### src/mwo_pkg.sv
// shared types and constants of the mecanum wheel odometry block
// no dependencies
package mwo_pkg;

  localparam int WHEELS    = 4;
  localparam int AXES      = 3;
  localparam int QBITS     = 26;                 // quotient bits of the divider
  localparam int STEP_LAST = QBITS - 1;

  localparam logic [25:0] VEL_LIMIT = 26'd655360;
  localparam logic [9:0]  MS_PER_S  = 10'd1000;

  // ceil(2^46 / 1000), exact floor division by 1000 for products below 2^36
  localparam logic [36:0] RECIP_1000 = 37'd70368744178;

  localparam logic [31:0] RPC_RESET  = 32'd103;
  localparam logic [15:0] RAD_RESET  = 16'd3277;
  localparam logic [16:0] AXS_RESET  = 17'd26214;
  localparam logic [15:0] GATE_RESET = 16'd100;

  // register indexes
  localparam logic [2:0] REG_RPC  = 3'd0;
  localparam logic [2:0] REG_RAD  = 3'd1;
  localparam logic [2:0] REG_AXS  = 3'd2;
  localparam logic [2:0] REG_GATE = 3'd3;

  // axis indexes
  localparam logic [1:0] AXIS_X    = 2'd0;
  localparam logic [1:0] AXIS_Y    = 2'd1;
  localparam logic [1:0] AXIS_TURN = 2'd2;

  typedef struct packed {
    logic       load;      // latch input word, wheel deltas, scale product
    logic       sum;       // wheel combination, divisor
    logic       mul;       // one partial product
    logic       div_ld;    // load dividend
    logic       div_init;  // range check and remainder setup
    logic       div_step;  // one quotient bit
    logic       vfin;      // velocity result, position multiplicand
    logic       pfin;      // position update
    logic       out_load;  // fill output registers
    logic       mode_pos;  // multiplier works on position delta
    logic [1:0] axis;
    logic [1:0] pp;
  } cmd_t;

  typedef struct packed {
    logic off;
  } status_t;

endpackage

### src/mwo_ctrl.sv
// sequencer of the mecanum wheel odometry block
// depends on mwo_pkg
module mwo_ctrl
  import mwo_pkg::*;
(
  input  logic    clk,
  input  logic    rst_n,
  input  logic    in_valid,
  output logic    in_stall,
  output logic    out_valid,
  input  logic    out_stall,
  input  status_t status,
  output cmd_t    cmd
);

  typedef enum logic [8:0] {
    ST_IDLE  = 9'b000000001,
    ST_SUM   = 9'b000000010,
    ST_MUL   = 9'b000000100,
    ST_DLD   = 9'b000001000,
    ST_DINIT = 9'b000010000,
    ST_DSTEP = 9'b000100000,
    ST_VFIN  = 9'b001000000,
    ST_PFIN  = 9'b010000000,
    ST_DONE  = 9'b100000000
  } state_t;

  state_t      state_r, state_nxt;
  logic [4:0]  cnt_r, cnt_nxt;
  logic [1:0]  axis_r, axis_nxt;
  logic        mode_r, mode_nxt;
  logic        ov_r, ov_nxt;
  logic        out_free;

  assign out_free  = !ov_r || !out_stall;
  assign in_stall  = (state_r != ST_IDLE);
  assign out_valid = ov_r;

  always_comb begin
    state_nxt = state_r;
    cnt_nxt   = cnt_r;
    axis_nxt  = axis_r;
    mode_nxt  = mode_r;
    ov_nxt    = ov_r;
    cmd       = '0;
    cmd.axis  = axis_r;
    cmd.pp    = cnt_r[1:0];
    cmd.mode_pos = mode_r;
    if (ov_r && !out_stall) begin
      ov_nxt = 1'b0;
    end
    case (state_r)
      ST_IDLE: begin
        if (in_valid) begin
          cmd.load  = 1'b1;
          axis_nxt  = AXIS_X;
          state_nxt = ST_SUM;
        end
      end
      ST_SUM: begin
        if (status.off) begin
          state_nxt = ST_DONE;
        end else begin
          cmd.sum   = 1'b1;
          cnt_nxt   = '0;
          mode_nxt  = 1'b0;
          state_nxt = ST_MUL;
        end
      end
      ST_MUL: begin
        cmd.mul = 1'b1;
        cnt_nxt = cnt_r + 5'd1;
        if (cnt_r[1:0] == 2'd3) begin
          state_nxt = mode_r ? ST_PFIN : ST_DLD;
        end
      end
      ST_DLD: begin
        cmd.div_ld = 1'b1;
        state_nxt  = ST_DINIT;
      end
      ST_DINIT: begin
        cmd.div_init = 1'b1;
        cnt_nxt      = '0;
        state_nxt    = ST_DSTEP;
      end
      ST_DSTEP: begin
        cmd.div_step = 1'b1;
        cnt_nxt      = cnt_r + 5'd1;
        if (cnt_r == 5'(STEP_LAST)) begin
          state_nxt = ST_VFIN;
        end
      end
      ST_VFIN: begin
        cmd.vfin  = 1'b1;
        mode_nxt  = 1'b1;
        cnt_nxt   = '0;
        state_nxt = ST_MUL;
      end
      ST_PFIN: begin
        cmd.pfin = 1'b1;
        if (axis_r == AXIS_TURN) begin
          state_nxt = ST_DONE;
        end else begin
          axis_nxt  = axis_r + 2'd1;
          state_nxt = ST_SUM;
        end
      end
      ST_DONE: begin
        if (out_free) begin
          cmd.out_load = 1'b1;
          ov_nxt       = 1'b1;
          state_nxt    = ST_IDLE;
        end
      end
      default: begin
        state_nxt = ST_IDLE;
      end
    endcase
  end

  always_ff @(posedge clk) begin
    if (!rst_n) begin
      state_r <= ST_IDLE;
      cnt_r   <= '0;
      axis_r  <= AXIS_X;
      mode_r  <= 1'b0;
      ov_r    <= 1'b0;
    end else begin
      state_r <= state_nxt;
      cnt_r   <= cnt_nxt;
      axis_r  <= axis_nxt;
      mode_r  <= mode_nxt;
      ov_r    <= ov_nxt;
    end
  end

endmodule

### config.mk
export PLATFORM = sky130hd
export DESIGN_NAME = mwo_ctrl
export DESIGN_NICKNAME = d
export VERILOG_FILES = /design/src/mwo_pkg.sv /design/src/mwo_ctrl.sv
export SDC_FILE = /design/constraint.sdc
export NUM_CORES = 1
export LEC_CHECK = 0
export BUFFER_PORTS_ARGS = -buffer_cell sky130_fd_sc_hd__buf_2
export CAP_MARGIN = 10
export CORE_MARGIN = 2
export CORE_UTILIZATION = 25
export CTS_CLUSTER_SIZE = 20
export DETAILED_ROUTE_END_ITERATION = 12
export SLEW_MARGIN = 0
export SYNTH_ARGS = -nofsm -noshare
export SYNTH_HDL_FRONTEND = slang
export SYNTH_SLANG_ARGS = --single-unit
export TNS_END_PERCENT = 10
### constraint.sdc
create_clock -name clk -period 3.2 [get_ports clk]
set_input_delay 0.48 -clock clk [delete_from_list [all_inputs] [get_ports clk]]
set_output_delay 0.48 -clock clk [all_outputs]
set_load 0.05 [all_outputs]
==> results.json <==
{
  "final_nets": 152,
  "max_clock_freq_ghz": 0.403,
  "rows": 23,
  "start_kind": "flip-flop",
  "grt_pass1_vias": 853,
  "syn-instance-count": 127,
  "cp-startpoint": "state_r[2]$_SDFFE_PN0P_",
  "cts_tree": "done",
  "place_congestion": 0.793,
  "start_util_pct": 25.7,
  "hold_slack_ns": 0.450,
  "syn_area_per_cell_um2": 8.04,
  "die_w_um": 67.9,
  "clockRootBuffer": "clkbuf_8",
  "setup_ws_ns": 0.718,
  "synth_cell_types": 35,
  "critPathBufInv": 1,
  "utilization_pct": 30.0,
  "final_cell_mix": "buf_2 (20), dfxtp_1 (18), nand2_1 (12)",
  "cap_viol_max_count": 0,
  "period_needed_ns": 2.48,
  "cts_buffers": 3,
  "r2r-start": "state_r[0]$_SDFFE_PN1P_",
  "post-place-cells": 189,
  "drt_pass1_iterations": 4,
  "grt_pass1_wl_mm": 4.04,
  "synth.net_count": 135,
  "postSynth.asyncResetShare_pct": 0,
  "antenna_found_initial": 0,
  "drc": 0,
  "critPathArrivalTime_ns": 2.00,
  "grt_max_degree": 15,
  "drive_gt1_share_pct": 19.6,
  "dp_slack_ns": 1.01,
  "finalMaxSlewViolations": 0,
  "setup_viol": 0,
  "core_um2": 3970,
  "dr_total_vias": 947,
  "hpwl_mm": 1.92,
  "die-height_um": 67.9,
  "path_cells": "nor3_1 -> nand3_1 -> or3_1 -> a21oi_1 -> buf_2",
  "post_cts_buffers": 0,
  "max-slew-margin-rel_pct": 59.8,
  "cp-end-kind": "output port",
  "rsz0062_at_grt": "no",
  "clock_skew_ns": 0.000705,
  "layout.cells.non_filler": 193,
  "ys_seq_area_share_pct": 35.3,
  "ios": 21,
  "cp_slowest_stage_delay_ns": 0.39,
  "portBuffers": 20,
  "wl_per_cell_um": 12.7,
  "holdCritStartpoint": "mode_r$_SDFFE_PN0P_",
  "outcome": "complete, no violations",
  "crit_family": "simple AND/OR/NAND/NOR gates",
  "fin_crit_sh_pct": 77.6,
  "nFillCells": 437,
  "synth-seq-cells": 18,
  "drtAntennaViolNets": 0,
  "dieArea_um2": 4610,
  "syn-cell-area_um2": 1020,
  "cts_max_path_buffers": 2,
  "grt.total_usage_pct": 11.6,
  "leakage_nw": 0.514,
  "wirelength_mm": 2.46,
  "drt_iter0_drc": 47,
  "cts.sinks": 18,
  "cts.hold.buffers_added": 0,
  "mostFrequentLayoutCell": "buf_2",
  "path_class": "flip-flop to output port",
  "power.density_nw_per_um2": 473,
  "synthFlopType": "dfxtp_1",
  "cts_resized": 0,
  "setup_tns_ns": 0,
  "overflow": 0,
  "synth_edf_count": 0,
  "hold_class": "flip-flop to flip-flop",
  "clk_latency_ns": 0.26,
  "hold_viol": 0,
  "ctsHtreeMaxLevel": 1,
  "viasPerCell": 4.91,
  "crit_required_ns": 2.72,
  "ir_drop_v": 0.000258,
  "n_antenna_cell": 0,
  "clk_pin_slew_ns": 0.07,
  "areaGrowthSynthToFinish_pct": 16.8,
  "crit_fanout": 7,
  "worst_pin_slew_ns": 0.602,
  "crit_slowest_cell": "nor3_1",
  "ys_warn_count": 0
}
==> worst reg2reg max path: cells and delay by family, from the launching register on <==
kind	cells	cell delay, ns
flip-flops	1	0.37
AND/OR/NAND/NOR	5	1.57
==> report_power, final <==
| group | internal (W) | switching (W) | leakage (nW) |
|---|---|---|---|
| sequential | 0.000232 | 0.0000124 | 0.145 |
| combinational | 0.0000410 | 0.0000872 | 0.340 |
| clock | 0.000110 | 0.0000822 | 0.0288 |
==> layout make-up <==
type	count	area (um2)	area share, %
clock buffers	4	55.1	4.62
inverters	10	37.5	3.15
multi-input cells	91	577	48.4
flip-flops and latches	18	360	30.2
well taps	50	62.6	5.25
repair buffers	20	100	8.39
==> worst paths after layout <==
kind | endpoint | cells past startpoint | slack (ns)
setup / recovery | cmd[5] | 5 | 0.72
hold / removal | state_r[3]$_SDFFE_PN0P_ | 1 | 0.45
setup reg to reg | state_r[7]$_SDFFE_PN0P_ | 5 | 1.14
hold reg to reg | state_r[3]$_SDFFE_PN0P_ | 1 | 0.45
==> metal layers <==
layer,vias up,global-route usage [%],share of wire (%)
met2,29,16.5,43
met1,434,16.7,49
met5,-,0,0
met4,0,5.25,0.73
met3,2,2.30,6.4
li1,482,-,-
==> cell families after synthesis <==
kind of cell	after synthesis	share of synthesized area [%]
AO/OA/AOI/OAI	25	16.4
flip-flops	18	35.3
adder cells (fa/ha/maj)	3	3.68
AND/OR/NAND/NOR	59	32.8
multiplexers	1	0.980
XOR/XNOR	3	2.57
buffers and inverters	18	8.21
==> through the flow <==
stage | cell area [um2] | power [W]
2_1_floorplan | 1020 | 0.000347
3_3_place_gp | 1140 | 0.000379
3_5_place_dp | 1140 | 0.000376
4_1_cts | 1190 | 0.000570
5_1_grt | 1190 | 0.000594
6_report | 1190 | 0.000564
==> cells in the mapped netlist, types with 2 or more instances <==
| cell | number | area [um2] |
|---|---|---|
| a21boi_0 | 2 | 15.0 |
| a21oi_1 | 5 | 25.0 |
| a31oi_1 | 2 | 12.5 |
| and2_1 | 2 | 12.5 |
| buf_4 | 4 | 30.0 |
| clkbuf_1 | 3 | 11.3 |
| dfxtp_1 | 18 | 360 |
| ha_1 | 3 | 37.5 |
| inv_1 | 10 | 37.5 |
| nand2_1 | 12 | 45.0 |
| nand2b_1 | 4 | 25.0 |
| nand3_1 | 6 | 30.0 |
| nand4_1 | 2 | 12.5 |
| nor2_1 | 9 | 33.8 |
| nor3_1 | 4 | 20.0 |
| nor3b_1 | 3 | 22.5 |
| nor4_1 | 3 | 18.8 |
| o211ai_1 | 4 | 30.0 |
| o21a_1 | 3 | 22.5 |
| o21ai_0 | 3 | 15.0 |
| o22ai_1 | 2 | 12.5 |
| o32ai_1 | 2 | 17.5 |
| or3_1 | 6 | 37.5 |
| or4_4 | 2 | 22.5 |
| xor2_1 | 3 | 26.3 |
==> flip-flops by register name (all words and copies together) (netlist names) <==
name       count
mode_r         1
out_valid      1
axis_r         2
cnt_r          5
state_r        9
(Power assumes the default switching activity.)
